--- config.mk ---
export PLATFORM = sky130hd
export DESIGN_NAME = clock_and_countdown_timer
export DESIGN_NICKNAME = d
export VERILOG_FILES = /design/src/sv/cct_pkg.sv /design/src/sv/clock_and_countdown_timer.sv /design/src/sv/cct_step.sv
export SDC_FILE = /design/constraint.sdc
export NUM_CORES = 1
export LEC_CHECK = 0
export BUFFER_PORTS_ARGS = -buffer_cell sky130_fd_sc_hd__buf_2
export CORE_MARGIN = 10
export CORE_UTILIZATION = 40
export CTS_CLUSTER_SIZE = 24
export DETAILED_ROUTE_END_ITERATION = 6
export PLACE_DENSITY = 0.7
export SETUP_SLACK_MARGIN = 0.2
export SLEW_MARGIN = 15
export SYNTH_ARGS = -nofsm -noshare
export SYNTH_HDL_FRONTEND = slang
export SYNTH_SLANG_ARGS = --single-unit
--- constraint.sdc ---
create_clock -name i_clk -period 4.9 [get_ports i_clk]
set_input_delay 0.735 -clock i_clk [delete_from_list [all_inputs] [get_ports i_clk]]
set_output_delay 0.735 -clock i_clk [all_outputs]
set_load 0.02 [all_outputs]
--- src/sv/cct_pkg.sv ---
package cct_pkg;

    // Top values of the time units.
    localparam logic [5:0] SEC_MAX  = 6'd59;
    localparam logic [4:0] HOUR_MAX = 5'd23;

    // Menu modes.
    localparam logic [1:0] MODE_NORMAL    = 2'd0;
    localparam logic [1:0] MODE_SET_CLOCK = 2'd1;
    localparam logic [1:0] MODE_SET_TIMER = 2'd2;

    // Field selector codes.
    localparam logic [1:0] FIELD_HOURS   = 2'd0;
    localparam logic [1:0] FIELD_MINUTES = 2'd1;
    localparam logic [1:0] FIELD_SECONDS = 2'd2;

    // Reset values of the clock and the countdown.
    localparam logic [4:0] CLK_HOURS_RST   = 5'd22;
    localparam logic [5:0] CLK_MINUTES_RST = 6'd57;
    localparam logic [5:0] CLK_SECONDS_RST = 6'd50;
    localparam logic [4:0] CD_HOURS_RST    = 5'd0;
    localparam logic [5:0] CD_MINUTES_RST  = 6'd8;
    localparam logic [5:0] CD_SECONDS_RST  = 6'd12;

    typedef struct packed {
        logic [4:0] hours;
        logic [5:0] minutes;
        logic [5:0] seconds;
    } t_hms;

    typedef struct packed {
        t_hms       clk;
        t_hms       cd;
        logic       run_flag;
        logic       heat_flag;
        logic [1:0] menu_mode;
        logic [1:0] clock_field;
        logic [1:0] timer_field;
    } t_state;

    typedef struct packed {
        logic run_toggle;
        logic heater_toggle;
        logic mode;
        logic field;
        logic up;
        logic down;
    } t_buttons;

    // Steps a three-way selector; any value of two or more returns to zero.
    function automatic logic [1:0] f_cycle3(input logic [1:0] v);
        return (v >= 2'd2) ? 2'd0 : v + 2'd1;
    endfunction

    // Increment with wraparound to zero at or above the top value.
    function automatic logic [5:0] f_wrap_up(input logic [5:0] v, input logic [5:0] top);
        return (v >= top) ? 6'd0 : v + 6'd1;
    endfunction

    // Decrement with wraparound from zero to the top value.
    function automatic logic [5:0] f_wrap_down(input logic [5:0] v, input logic [5:0] top);
        return (v == 6'd0) ? top : v - 6'd1;
    endfunction

    // Up then down on the selected field; an unknown selector adjusts nothing.
    function automatic t_hms f_adjust(input t_hms t, input logic [1:0] sel,
                                      input logic up, input logic down);
        t_hms r;
        r = t;
        if (up) begin
            case (sel)
                FIELD_SECONDS: r.seconds = f_wrap_up(r.seconds, SEC_MAX);
                FIELD_MINUTES: r.minutes = f_wrap_up(r.minutes, SEC_MAX);
                FIELD_HOURS:   r.hours   = 5'(f_wrap_up({1'b0, r.hours}, {1'b0, HOUR_MAX}));
                default: ;
            endcase
        end
        if (down) begin
            case (sel)
                FIELD_SECONDS: r.seconds = f_wrap_down(r.seconds, SEC_MAX);
                FIELD_MINUTES: r.minutes = f_wrap_down(r.minutes, SEC_MAX);
                FIELD_HOURS:   r.hours   = 5'(f_wrap_down({1'b0, r.hours}, {1'b0, HOUR_MAX}));
                default: ;
            endcase
        end
        return r;
    endfunction

    // One second forward with carries into minutes and hours.
    function automatic t_hms f_advance(input t_hms t);
        t_hms r;
        r = t;
        if (t.seconds < SEC_MAX) begin
            r.seconds = t.seconds + 6'd1;
        end else begin
            r.seconds = 6'd0;
            if (t.minutes < SEC_MAX) begin
                r.minutes = t.minutes + 6'd1;
            end else begin
                r.minutes = 6'd0;
                r.hours   = (t.hours >= HOUR_MAX) ? 5'd0 : t.hours + 5'd1;
            end
        end
        return r;
    endfunction

endpackage

--- src/sv/clock_and_countdown_timer.sv ---
// A tick is first taken into the input register, then stepped into the state register
// that also holds the result; a stall on i_stall can hold it in the input register.
// Throughput: one tick per cycle while the result register is not stalled by i_stall.
// Reset (synchronous, i_rst_n low): clock 22:57:50, countdown 0:08:12, flags,
// menu mode and field selectors cleared, both pipeline stages emptied.
module clock_and_countdown_timer
    import cct_pkg::*;
(
    input  logic       i_clk,
    input  logic       i_rst_n,
    input  logic       i_valid,
    output logic       o_stall,
    input  logic       i_run_toggle_pressed,
    input  logic       i_heater_toggle_pressed,
    input  logic       i_mode_pressed,
    input  logic       i_field_pressed,
    input  logic       i_up_pressed,
    input  logic       i_down_pressed,
    output logic       o_valid,
    input  logic       i_stall,
    output logic [4:0] o_clock_hours,
    output logic [5:0] o_clock_minutes,
    output logic [5:0] o_clock_seconds,
    output logic [4:0] o_timer_hours,
    output logic [5:0] o_timer_minutes,
    output logic [5:0] o_timer_seconds,
    output logic       o_timer_running,
    output logic       o_heater_on,
    output logic       o_system_on,
    output logic [1:0] o_menu_mode_out,
    output logic [1:0] o_clock_field_out,
    output logic [1:0] o_timer_field_out
);

    logic     r_in_valid;
    t_buttons r_in_buttons;
    logic     r_out_valid;
    t_state   r_state;
    t_state   n_state;
    logic     out_free;
    logic     step_fire;
    logic     in_take;

    // Handshake between the input register and the state/result register.
    assign out_free  = ~r_out_valid | ~i_stall;
    assign step_fire = r_in_valid & out_free;
    assign o_stall   = r_in_valid & ~out_free;
    assign in_take   = i_valid & ~o_stall;

    // Input register: holds one tick until the state register can take it.
    always_ff @(posedge i_clk) begin
        if (!i_rst_n) begin
            r_in_valid <= 1'b0;
        end else if (in_take) begin
            r_in_valid <= 1'b1;
        end else if (step_fire) begin
            r_in_valid <= 1'b0;
        end
    end

    always_ff @(posedge i_clk) begin
        if (in_take) begin
            r_in_buttons <= '{run_toggle:    i_run_toggle_pressed,
                               heater_toggle: i_heater_toggle_pressed,
                               mode:          i_mode_pressed,
                               field:         i_field_pressed,
                               up:            i_up_pressed,
                               down:          i_down_pressed};
        end
    end

    // Next state for the tick in the input register.
    cct_step u_step (
        .i_state   (r_state),
        .i_buttons (r_in_buttons),
        .o_state   (n_state)
    );

    // State register doubles as the result register: it only moves when the
    // previous result has been taken, so it always shows the latest tick.
    always_ff @(posedge i_clk) begin
        if (!i_rst_n) begin
            r_out_valid         <= 1'b0;
            r_state.clk.hours   <= CLK_HOURS_RST;
            r_state.clk.minutes <= CLK_MINUTES_RST;
            r_state.clk.seconds <= CLK_SECONDS_RST;
            r_state.cd.hours    <= CD_HOURS_RST;
            r_state.cd.minutes  <= CD_MINUTES_RST;
            r_state.cd.seconds  <= CD_SECONDS_RST;
            r_state.run_flag    <= 1'b0;
            r_state.heat_flag   <= 1'b0;
            r_state.menu_mode   <= MODE_NORMAL;
            r_state.clock_field <= FIELD_HOURS;
            r_state.timer_field <= FIELD_HOURS;
        end else begin
            if (step_fire) begin
                r_state     <= n_state;
                r_out_valid <= 1'b1;
            end else if (out_free) begin
                r_out_valid <= 1'b0;
            end
        end
    end

    // Result fields.
    assign o_valid           = r_out_valid;
    assign o_clock_hours     = r_state.clk.hours;
    assign o_clock_minutes   = r_state.clk.minutes;
    assign o_clock_seconds   = r_state.clk.seconds;
    assign o_timer_hours     = r_state.cd.hours;
    assign o_timer_minutes   = r_state.cd.minutes;
    assign o_timer_seconds   = r_state.cd.seconds;
    assign o_timer_running   = r_state.run_flag;
    assign o_heater_on       = r_state.heat_flag;
    assign o_system_on       = r_state.heat_flag & r_state.run_flag;
    assign o_menu_mode_out   = r_state.menu_mode;
    assign o_clock_field_out = r_state.clock_field;
    assign o_timer_field_out = r_state.timer_field;

endmodule

--- src/sv/cct_step.sv ---
module cct_step
    import cct_pkg::*;
(
    input  t_state   i_state,
    input  t_buttons i_buttons,
    output t_state   o_state
);

    // Whole effect of one tick on the state, in the order the buttons are handled.
    always_comb begin
        o_state = i_state;

        // Flag toggles and the menu mode.
        if (i_buttons.run_toggle) begin
            o_state.run_flag = ~o_state.run_flag;
        end
        if (i_buttons.heater_toggle) begin
            o_state.heat_flag = ~o_state.heat_flag;
        end
        if (i_buttons.mode) begin
            o_state.menu_mode = f_cycle3(o_state.menu_mode);
        end

        // Field selection only applies in a set mode.
        if (o_state.menu_mode != MODE_NORMAL && i_buttons.field) begin
            if (o_state.menu_mode == MODE_SET_TIMER) begin
                o_state.timer_field = f_cycle3(o_state.timer_field);
            end else begin
                o_state.clock_field = f_cycle3(o_state.clock_field);
            end
        end

        // The clock runs except while it is being set; up and down go to the
        // clock in set-clock mode and to the countdown otherwise.
        if (o_state.menu_mode == MODE_NORMAL || o_state.menu_mode == MODE_SET_TIMER) begin
            o_state.clk = f_advance(o_state.clk);
            o_state.cd  = f_adjust(o_state.cd, o_state.timer_field,
                                   i_buttons.up, i_buttons.down);
        end else if (o_state.menu_mode == MODE_SET_CLOCK) begin
            o_state.clk = f_adjust(o_state.clk, o_state.clock_field,
                                   i_buttons.up, i_buttons.down);
        end

        // Countdown with borrow; at zero it stops and clears the run flag.
        if (o_state.run_flag) begin
            if (o_state.cd.seconds != 6'd0) begin
                o_state.cd.seconds = o_state.cd.seconds - 6'd1;
            end else if (o_state.cd.minutes != 6'd0) begin
                o_state.cd.minutes = o_state.cd.minutes - 6'd1;
                o_state.cd.seconds = SEC_MAX;
            end else if (o_state.cd.hours != 5'd0) begin
                o_state.cd.hours   = o_state.cd.hours - 5'd1;
                o_state.cd.minutes = SEC_MAX;
                o_state.cd.seconds = SEC_MAX;
            end else begin
                o_state.run_flag = 1'b0;
            end
        end
    end

endmodule
==> metrics <==
CP arrival=4620 ps; vias in the first global route=5,204; Nets=807; pin count of the biggest net entering global routing=34; port bufs=54; H-tree depth reported by CTS=2; worst r2r path cells=20; routed via count=5,661; Final Max Slew Viols=0; hold path cells=2; drt initial violations=378; post-cts hold buffer count=0; Static Leak=0.00239 uW; routability cong.=0.877; Setup WS post-layout=466 ps; # rows=41; Place WS=127 ps; Yosys top cell by area=dfxtp_1; area added between synthesis and finish=13.3%; Worst VDD drop=0.144 mV; CP required=5080 ps; Seq cells post-synth=50; CTS buffer count=5; TritonCTS clock tree=yes; worst slew pin tran=1030 ps; Setup crit end kind=flop; DIE HEIGHT=134 um; worst min-delay path category=reg2reg; total grt overflow=0; layout cells sized above 1=0.154; skew final=4.35 ps; antenna cells=0; setup violators final=0; HPWL after DPL=11,400 um; root cell of the clock tree=clkbuf_16; number of warnings issued by yosys=0; outcome=finished, final reports clean; FFs w/ async S/R, synth=0; core area=0.0127 mm2; drt pass-1 iters=5; Peak Freq=0.226 GHz; clk buf depth=2; endpoints failing hold=0; most frequent cell after synthesis=nand2_1; clock slew at reported path FFs=70 ps; Power Dens Cells=215 mW/mm2; Die ar.=0.0181 mm2; Setup CP Type=reg2reg; Post-synth EDFFs=6; vias per cell=5.95; RSZ-0062 raised after global routing=false; crit-path max FO=10; starting density of the core=0.412; Post-synth top cells=89 x nand2_1, 69 x nor2_1, 65 x a21oi_1, 49 x o21ai_0, 44 x dfxtp_1; DR WL/cell=16.3 um; Post-Syn Area=0.00524 mm2; Total GRT Usage=0.166; antenna viol nets, final=0; first-pass GRT wire length=26,000 um; max_cap viols=0; Synth area leaders=dfxtp_1 17%, nand2_1 6.4%, a21oi_1 6.2%; Slew HR=0.314; Remaining DRCs=0; Synth Flop Type=dfxtp_1; syn avg cell area=7.10 um2; min Tclk post-route=4430 ps; antenna violations before repair=0; final worst path period share=0.905; post-synthesis cell type count=80; Mapped Nets=766; Total Routed Length=15,500 um; Syn Inst Count=738; sequential share of the synthesized area=0.202; clk_lat worst skew=290 ps; critical path launch point type=flop; Setup TNS=0 ps; die width=134 um; Layout Utilization=0.467; post-synth top area share=0.168; Clock Sinks=50; I/O pin count=55
-- final timing paths --
path	startpoint	to	slack (ps)
max	r_in_buttons[2]	o_timer_minutes[1]	470
min reg2reg	r_in_valid	o_valid	520
max reg2reg	r_in_buttons[2]	o_timer_minutes[1]	470
min	r_in_valid	o_valid	520
-- worst max-delay path, cell delays in order, from the launching register on --
cell and delay, ps:
edfxtp_1 430, nor4bb_1 170, buf_4 180, or3_4 400, and2_4 210, nor3_1 170
a21oi_1 80, ha_1 250, o21ai_0 90, a21oi_1 70, a32oi_2 190, nand3b_1 180
a311oi_1 120, a2111oi_2 340, ha_2 300, nand2_1 130, nor4_4 330, buf_4 210
and2b_1 190, a21oi_1 80, a32o_1 210
-- cell usage in the layout, fill, tap and decap left out, types with 4 or more instances in the layout --
| master | count |
|---|---|
| buf_2 | 54 |
| nand3b_1 | 6 |
| o21ai_0 | 48 |
| nand2b_1 | 10 |
| inv_1 | 16 |
| mux2i_1 | 21 |
| nor2_1 | 68 |
| o211ai_1 | 12 |
| nand2_1 | 89 |
| a22oi_1 | 4 |
| a211oi_1 | 12 |
| nand3_1 | 34 |
| and2_1 | 13 |
| o22ai_1 | 6 |
| ha_1 | 17 |
| xnor2_1 | 10 |
| nor3_1 | 23 |
| xor2_1 | 16 |
| o311ai_0 | 4 |
| and3_1 | 9 |
| or2_2 | 5 |
| dfxtp_1 | 43 |
| nor2b_1 | 13 |
| clkbuf_16 | 5 |
| o2111ai_1 | 5 |
| a21o_1 | 6 |
| o21ai_1 | 4 |
| buf_4 | 26 |
| a21oi_1 | 63 |
| nor3b_1 | 8 |
| edfxtp_1 | 6 |
| a31oi_1 | 15 |
| a32oi_1 | 4 |
| o31ai_1 | 5 |
| nand4_1 | 13 |
| mux2_2 | 5 |
-- cell families (layout without fill, tap and decap cells) --
family                     after synthesis  after routing  synth area share
AOI/OAI and AO/OA                      228            228             0.284
and+or+nand+nor                        325            325             0.323
xor gates and xnor gates                26             26            0.0434
adders and majority gates               20             20            0.0468
DFF                                     50             50             0.202
muxes                                   26             26            0.0508
buffers and inverters                   63            105            0.0499
-- through the flow --
stage	cell area [um2]	power [uW]	hold WS, ps	cells
floorplan	5240	772	464	738
global placement	5670	869	494	936
detailed placement	5670	874	511	936
CTS	5840	1270	527	944
global route	5940	1350	584	952
finish	5940	1280	519	952
-- repair_timing --
action	in CTS	in global routing
pin swaps	0	5
gates cloned	0	0
endpoints found under the setup margin	2	18
buffers inserted	0	8
gates resized for setup	1	8
-- flip-flops by register name, summed over array words and instances (netlist names) --
signal,cells
o_clock_minutes,6
o_clock_hours,5
o_heater_on,1
o_timer_running,1
r_in_valid,1
o_timer_field_out,2
o_clock_field_out,2
o_timer_hours,5
o_clock_seconds,6
r_in_buttons,6
o_timer_minutes,6
o_timer_seconds,6
o_menu_mode_out,2
o_valid,1
-- power breakdown --
group / internal [uW] / switching (uW)
Combinational: 153 / 250
Clock: 241 / 158
Sequential: 436 / 41.5
Total: 830 / 449
-- per-layer routing --
layer	wire, um	vias up	global-route usage
met2	7250	163	0.276
li1	-	2835	-
met4	177	0	0.0290
met1	7240	2646	0.225
met3	851	17	0.0234
met5	0	-	0
-- cell type report --
class	instances	area (um2)
fillers	1366	6780
multi-input cells	625	3950
flip-flops and latches	50	1060
repair buffers	81	478
well taps	172	215
clock buffers	5	125
inverters	16	60.1
clock inverters	3	45.0
Note: power is estimated with default switching activity, not from simulation.
